File: src/hw/rtl/kss_pkg.sv
`timescale 1ns / 1ps
package kss_pkg;

    localparam int unsigned POS_W = 10;
    localparam int unsigned VAL_W = 32;

    typedef enum logic [3:0] {
        ST_IDLE,
        ST_CHECK,
        ST_RD_MID,
        ST_RD_HI,
        ST_SW_MID,
        ST_SW_HI,
        ST_SCAN_RD,
        ST_SCAN_CMP,
        ST_SWAP_A,
        ST_SWAP_B,
        ST_FIN_RD,
        ST_FIN_WA,
        ST_FIN_WB,
        ST_RD_K,
        ST_OUT
    } t_state;

    typedef enum logic [2:0] {
        RA_MID,
        RA_HI,
        RA_I,
        RA_DST,
        RA_K
    } t_raddr;

    typedef enum logic [2:0] {
        WA_IDX,
        WA_MID,
        WA_HI,
        WA_I,
        WA_DST
    } t_waddr;

    typedef enum logic [1:0] {
        WD_VAL,
        WD_RDATA,
        WD_PIV,
        WD_CUR
    } t_wdata;

    typedef struct packed {
        logic   load_sel;
        logic   wr_en;
        t_waddr wa;
        t_wdata wd;
        t_raddr ra;
        logic   cap_piv;
        logic   cap_cur;
        logic   init_scan;
        logic   adv_i;
        logic   adv_dst;
        logic   narrow;
        logic   load_out;
    } t_cmd;

    typedef struct packed {
        logic gt;
        logic less;
        logic same;
        logic last;
        logic hit;
        logic idx_ok;
    } t_stat;

endpackage

File: src/hw/rtl/kss_ctrl.sv
`timescale 1ns / 1ps
module kss_ctrl (
    input  logic           i_clk,
    input  logic           i_rst_n,
    input  logic           i_valid,
    output logic           o_ready,
    input  logic           i_op,
    output logic           o_valid,
    input  logic           i_ready,
    input  kss_pkg::t_stat i_stat,
    output kss_pkg::t_cmd  o_cmd
);
    import kss_pkg::*;

    t_state r_state, n_state;
    logic   r_ovalid;
    logic   w_accept, w_slot_free;

    assign w_accept    = i_valid && (r_state == ST_IDLE);
    assign w_slot_free = !r_ovalid || i_ready;

    always_ff @(posedge i_clk) begin
        if (!i_rst_n) begin
            r_state  <= ST_IDLE;
            r_ovalid <= 1'b0;
        end else begin
            r_state <= n_state;
            if (o_cmd.load_out) begin
                r_ovalid <= 1'b1;
            end else if (i_ready) begin
                r_ovalid <= 1'b0;
            end
        end
    end

    always_comb begin
        n_state = r_state;
        case (r_state)
            ST_IDLE:     if (w_accept && i_op) n_state = ST_CHECK;
            ST_CHECK:    n_state = i_stat.gt ? ST_RD_MID : ST_RD_K;
            ST_RD_MID:   n_state = ST_RD_HI;
            ST_RD_HI:    n_state = ST_SW_MID;
            ST_SW_MID:   n_state = ST_SW_HI;
            ST_SW_HI:    n_state = ST_SCAN_RD;
            ST_SCAN_RD:  n_state = ST_SCAN_CMP;
            ST_SCAN_CMP: begin
                if (i_stat.less && !i_stat.same) begin
                    n_state = ST_SWAP_A;
                end else begin
                    n_state = i_stat.last ? ST_FIN_RD : ST_SCAN_RD;
                end
            end
            ST_SWAP_A:   n_state = ST_SWAP_B;
            ST_SWAP_B:   n_state = i_stat.last ? ST_FIN_RD : ST_SCAN_RD;
            ST_FIN_RD:   n_state = ST_FIN_WA;
            ST_FIN_WA:   n_state = ST_FIN_WB;
            ST_FIN_WB:   n_state = i_stat.hit ? ST_RD_K : ST_CHECK;
            ST_RD_K:     n_state = ST_OUT;
            ST_OUT:      if (w_slot_free) n_state = ST_IDLE;
            default:     n_state = ST_IDLE;
        endcase
    end

    always_comb begin
        o_cmd = '{
            load_sel:  1'b0,
            wr_en:     1'b0,
            wa:        WA_IDX,
            wd:        WD_VAL,
            ra:        RA_K,
            cap_piv:   1'b0,
            cap_cur:   1'b0,
            init_scan: 1'b0,
            adv_i:     1'b0,
            adv_dst:   1'b0,
            narrow:    1'b0,
            load_out:  1'b0
        };
        case (r_state)
            ST_IDLE: begin
                o_cmd.load_sel = w_accept && i_op;
                o_cmd.wr_en    = w_accept && !i_op && i_stat.idx_ok;
            end
            ST_RD_MID: begin
                o_cmd.ra = RA_MID;
            end
            ST_RD_HI: begin
                o_cmd.ra      = RA_HI;
                o_cmd.cap_piv = 1'b1;
            end
            ST_SW_MID: begin
                o_cmd.wr_en = 1'b1;
                o_cmd.wa    = WA_MID;
                o_cmd.wd    = WD_RDATA;
            end
            ST_SW_HI: begin
                o_cmd.wr_en     = 1'b1;
                o_cmd.wa        = WA_HI;
                o_cmd.wd        = WD_PIV;
                o_cmd.init_scan = 1'b1;
            end
            ST_SCAN_RD: begin
                o_cmd.ra = RA_I;
            end
            ST_SCAN_CMP: begin
                o_cmd.ra      = RA_DST;
                o_cmd.cap_cur = 1'b1;
                if (!i_stat.less) begin
                    o_cmd.adv_i = 1'b1;
                end else if (i_stat.same) begin
                    o_cmd.adv_i   = 1'b1;
                    o_cmd.adv_dst = 1'b1;
                end
            end
            ST_SWAP_A: begin
                o_cmd.wr_en = 1'b1;
                o_cmd.wa    = WA_I;
                o_cmd.wd    = WD_RDATA;
            end
            ST_SWAP_B: begin
                o_cmd.wr_en   = 1'b1;
                o_cmd.wa      = WA_DST;
                o_cmd.wd      = WD_CUR;
                o_cmd.adv_i   = 1'b1;
                o_cmd.adv_dst = 1'b1;
            end
            ST_FIN_RD: begin
                o_cmd.ra = RA_DST;
            end
            ST_FIN_WA: begin
                o_cmd.wr_en = 1'b1;
                o_cmd.wa    = WA_HI;
                o_cmd.wd    = WD_RDATA;
            end
            ST_FIN_WB: begin
                o_cmd.wr_en  = 1'b1;
                o_cmd.wa     = WA_DST;
                o_cmd.wd     = WD_PIV;
                o_cmd.narrow = 1'b1;
            end
            ST_RD_K: begin
                o_cmd.ra = RA_K;
            end
            ST_OUT: begin
                o_cmd.ra       = RA_K;
                o_cmd.load_out = w_slot_free;
            end
            default: begin
                o_cmd.ra = RA_K;
            end
        endcase
    end

    assign o_ready = (r_state == ST_IDLE);
    assign o_valid = r_ovalid;

`ifndef SYNTH
    a_load_needs_slot: assert property (@(posedge i_clk) disable iff (!i_rst_n)
        o_cmd.load_out |-> w_slot_free)
        else $error("result beat overwritten before it was taken");

    a_rise_from_out: assert property (@(posedge i_clk) disable iff (!i_rst_n)
        $rose(r_ovalid) |-> $past(r_state == ST_OUT))
        else $error("result beat raised outside the result state");

    a_select_starts: assert property (@(posedge i_clk) disable iff (!i_rst_n)
        (w_accept && i_op) |=> r_state == ST_CHECK)
        else $error("accepted select did not start");

    a_write_stays_idle: assert property (@(posedge i_clk) disable iff (!i_rst_n)
        (w_accept && !i_op) |=> r_state == ST_IDLE)
        else $error("write beat left idle");
`endif

endmodule

File: config.mk
export PLATFORM = sky130hd
export DESIGN_NAME = kss_ctrl
export DESIGN_NICKNAME = d
export VERILOG_FILES = /design/src/hw/rtl/kss_pkg.sv /design/src/hw/rtl/kss_ctrl.sv
export SDC_FILE = /design/constraint.sdc
export NUM_CORES = 1
export LEC_CHECK = 0
export ABC_AREA = 1
export BUFFER_PORTS_ARGS = -buffer_cell sky130_fd_sc_hd__buf_2
export CAP_MARGIN = 20
export CORE_AREA = 5 5 42 44
export CTS_CLUSTER_SIZE = 40
export DETAILED_ROUTE_END_ITERATION = 6
export DIE_AREA = 0 0 47 49
export PLACE_DENSITY = 0.77
export SYNTH_ARGS = -nofsm -noshare
export SYNTH_HDL_FRONTEND = slang
export SYNTH_SLANG_ARGS = --single-unit
File: constraint.sdc
create_clock -name i_clk -period 2.11 [get_ports i_clk]
set_clock_uncertainty 0.15 [all_clocks]
set_input_delay 0 -clock i_clk [delete_from_list [all_inputs] [get_ports i_clk]]
set_output_delay 0 -clock i_clk [all_outputs]
set_load 0.005 [all_outputs]
### Word level (Yosys, flattened, before mapping)

Cells that the tools add are included.

* eq/ne operators: 16
* reductions and logical operators: 14
* multiplexer cells: 22

Operators with widths (number)
* 4-bit case mux with 15 select lines: 1
* 5-bit case mux with 6 select lines: 1
* 4-bit equality test (second input constant): 7
* 4-bit two-way mux: 6
* 4-bit by 3-bit equality test with 1-bit output (second input constant): 4
* 3-bit case mux with 4 select lines: 1
* 1-bit two-way mux: 10
* 4-bit by 2-bit equality test with 1-bit output (second input constant): 2
* 6-bit OR reduction: 1
* 1-bit logical AND: 5
* 4-bit by 1-bit equality test with 1-bit output (second input constant): 1
* 4-bit zero test: 1
* 2-bit case mux with 2 select lines: 1
* 1-bit zero test: 3
* 2-bit two-way mux: 1
* 2-bit by 1-bit inequality test with 1-bit output (second input constant): 1
* 2-bit inequality test (second input constant): 1
* 1-bit case mux with 2 select lines: 1
* 2-bit AND reduction: 1
* 2-bit nonzero test: 1
* 2-bit OR reduction: 1
* 1-bit logical OR: 1

* word-level logic and storage cells: 54
* bits of input ports: 11
* register bits after elaboration: 5

### Longest topological paths before layout

* word-level depth: 5
* gate-level depth with buffers: 9
* gate-level depth less buffers: 9

### Least setup slack after synthesis

Ideal clock, no wire load.

* kind: reg2reg
* start: register r_state[1]
* end: register r_state[2]
* slack: 0.869 ns
* path buffers: 0
* required time: 1.851 ns
* arrival time: 0.983 ns
* cell stages (with the launch flop): 9
* period minus slack after synthesis: 1.241 ns
* path through: dfxtp_1 > nand2_2 > clkinv_1 > nand2_1 > o21ai_0 > nor2_1 > nand3_1 > nand2_1 > inv_1

* cells in the longest elaborated chain, start to end: 5

Ends and longest elaborated chain
* start, declared: RTL line kss_ctrl.sv:15 `t_state r_state, n_state;`
* start signal, assigned: RTL line kss_ctrl.sv:27 `r_state <= n_state;`
* 4-bit zero test: RTL line kss_ctrl.sv:19, kss_ctrl.sv:38
* 1-bit logical AND: RTL line kss_ctrl.sv:19 `assign w_accept = i_valid && (r_state == ST_IDLE);`
* 1-bit logical AND: RTL line kss_ctrl.sv:39 `ST_IDLE: if (w_accept && i_op) n_state = ST_CHECK;`
* 2-bit by 1-bit inequality test with 1-bit output (no source line)
* 2-bit AND reduction (no source line)

Several ways; a longest one is shown, not always the timed one.
A chain may end at the register's enable or synchronous reset.

==> impl_metrics.yaml <==
sta:
  slew_headroom: 0.758
  period_needed_ns: 1.67
  setup-violations-final: 0
  clock.fmax_mhz: 599
  tightest_slew_ns: 0.362
  final.setup.tns_ns: 0
  hold_ws_ns: 0.0170
  finalCritPeriodShare: 0.791
  rsz0062_at_grt: "false"
  hold_viol: 0
  finalMaxSlewViolations: 0
clock_tree:
  tritoncts: "yes"
  numCtsBuffers: 3
  post-cts-setup-buffer-count: 0
  clk_latency_ns: 0.24
  cts_root_buf: "clkbuf_4"
  clockBufferDepth: 2
  post_cts_resized: 0
  cts.hold.buffers_added: 2
  clkSinkCount: 5
  cts.htree.levels: 1
  clkTransAtPathRegs_ns: 0.04
drt:
  routedWlPerCell_microns: 10.8
  vias_per_cell: 4.88
  routed_wl_mm: 1.64
  via_count: 737
  drc: 0
  drtIter0Drc: 21
  ant_nets: 0
  firstDrtPassIters: 4
critical_path:
  r2r_cells: 5
  crit_arrival_ns: 1.52
  crit_fanout: 7
  crit_path_start_kind: "flop"
  endpoint_kind: "primary output"
  crit_required_ns: 1.96
  path_class: "reg -> out"
placement:
  dpl-instance-area_sq_um: 701
  dpl.hpwl_mm: 1.33
  portBuffers: 29
  gp_congestion: 0.836
synthesis:
  synth_cells: 100
  synth_fp_nets: 111
  synth_cell_types: 19
  synth-seq-cells: 5
  avgSynthCellArea_sq_um: 5.36
  ys_seq_area_frac: 0.187
  syn_area_sq_um: 536
  yosys_warnings: 0
pwr:
  p_per_area_nw_per_um2: 1110
  clkPwrFrac: 0.133
  power_leakage_nw: 0.472
  p_int_uw: 401
  power_uw: 831
  swShare: 0.518
  combPwrFrac: 0.647
  p_seq_frac: 0.220
  netSwitchingPower_uw: 431
  ir_worst_vdd_mv: 0.568
floorplan:
  rows: 14
  die_y_microns: 49
  die_w_microns: 47
  initial_utilization: 0.382
  pin_count: 30
  core_area_sq_um: 1400
  die_area_sq_um: 2300
run:
  maxCapViolCount: 0
global_routing:
  overflow: 0
  grt_pass1_vias: 699
  grt_start_max_net_pins: 9
  grt_pass1_wl_mm: 2.65
  grt.total_usage: 0.150
  antenna_found_initial: 0
finish:
  drive_above_1_share: 0.304
  nets: 147
  area_growth_syn_to_layout_pct: 39.5
  finalInstanceArea_sq_um: 747
  final_common_cell: "buf_2"
  diodes: 0
  layout_common_cells: "buf_2, nand2_1, inv_1, nor2_1, nand3_1"
outcome:
  status: "complete, no violations"
hold_path:
  hold_path.class: "in -> reg"
  hold_path_depth: 6
critical path, cell delays in order (launching register included):
cell and delay (ns):
dfxtp_1 0.50, nor2_1 0.13, inv_1 0.11, nor2_1 0.07
a21oi_2 0.17, o2111ai_1 0.15, buf_2 0.15
layer usage:
| metal | vias to the layer above | global-route usage | wire (microns) |
|---|---|---|---|
| met5 | - | 0 | 0 |
| met4 | 0 | 0.0461 | 14 |
| met3 | 2 | 0.0443 | 125 |
| met2 | 27 | 0.260 | 890 |
| met1 | 328 | 0.167 | 607 |
| li1 | 380 | - | - |
registers in the layout, summed over array words and instances (netlist names):
name,count
o_valid,1
r_state,4
power by group through the flow:
stage / Combinational [mW] / Sequential (mW) / Clock (mW)
3_3_place_gp: 0.518 / 0.182 / 0
2_1_floorplan: 0.353 / 0.170 / 0
6_report: 0.537 / 0.183 / 0.111
5_1_grt: 0.613 / 0.187 / 0.123
4_1_cts: 0.538 / 0.181 / 0.113
3_5_place_dp: 0.528 / 0.182 / 0
cells in the mapped netlist:
master | instances | share of area
a21oi_1 | 2 | 0.019
a21oi_2 | 1 | 0.016
clkinv_1 | 1 | 0.0070
dfxtp_1 | 5 | 0.19
inv_1 | 21 | 0.15
nand2_1 | 27 | 0.19
nand2_2 | 3 | 0.035
nand3_1 | 9 | 0.084
nand3_2 | 1 | 0.019
nand3b_1 | 1 | 0.014
nand4_1 | 1 | 0.012
nor2_1 | 16 | 0.11
nor2_2 | 1 | 0.012
nor2_4 | 2 | 0.042
nor3_1 | 1 | 0.0093
nor3_2 | 1 | 0.019
o2111ai_1 | 1 | 0.016
o211ai_1 | 1 | 0.014
o21ai_0 | 5 | 0.047
cell families after synthesis:
group,Yosys count,share of synthesized area
AOI/OAI and AO/OA,10,0.112
DFF,5,0.187
and+or+nand+nor,63,0.547
buffers and inverters,22,0.154
cell type report:
cell class	instances	area, sq um
clock buffers	4	26.3
flip-flops and latches	5	100
fillers	152	654
well taps	16	20.0
inverters	22	82.6
repair buffers	31	165
multi-input cells	73	353
metrics by stage:
step,utilization,worst slack (ns),cells
after floorplan,-,0.869,100
after global placement,0.500,0.720,145
after detailed placement,0.500,0.707,145
after CTS,0.533,0.447,151
after global routing,0.533,0.315,151
final,0.533,0.441,151
final timing paths:
kind                           start                      end  slack, ns
max          r_state[1]$_SDFFE_PN0P_                o_cmd[15]       0.44
min                        i_stat[5]  r_state[0]$_SDFFE_PN0P_       0.02
max reg2reg  r_state[1]$_SDFFE_PN0P_  r_state[0]$_SDFFE_PN0P_       0.63
min reg2reg     o_valid$_SDFFE_PN0P_     o_valid$_SDFFE_PN0P_       0.44
(Power assumes the default switching activity.)
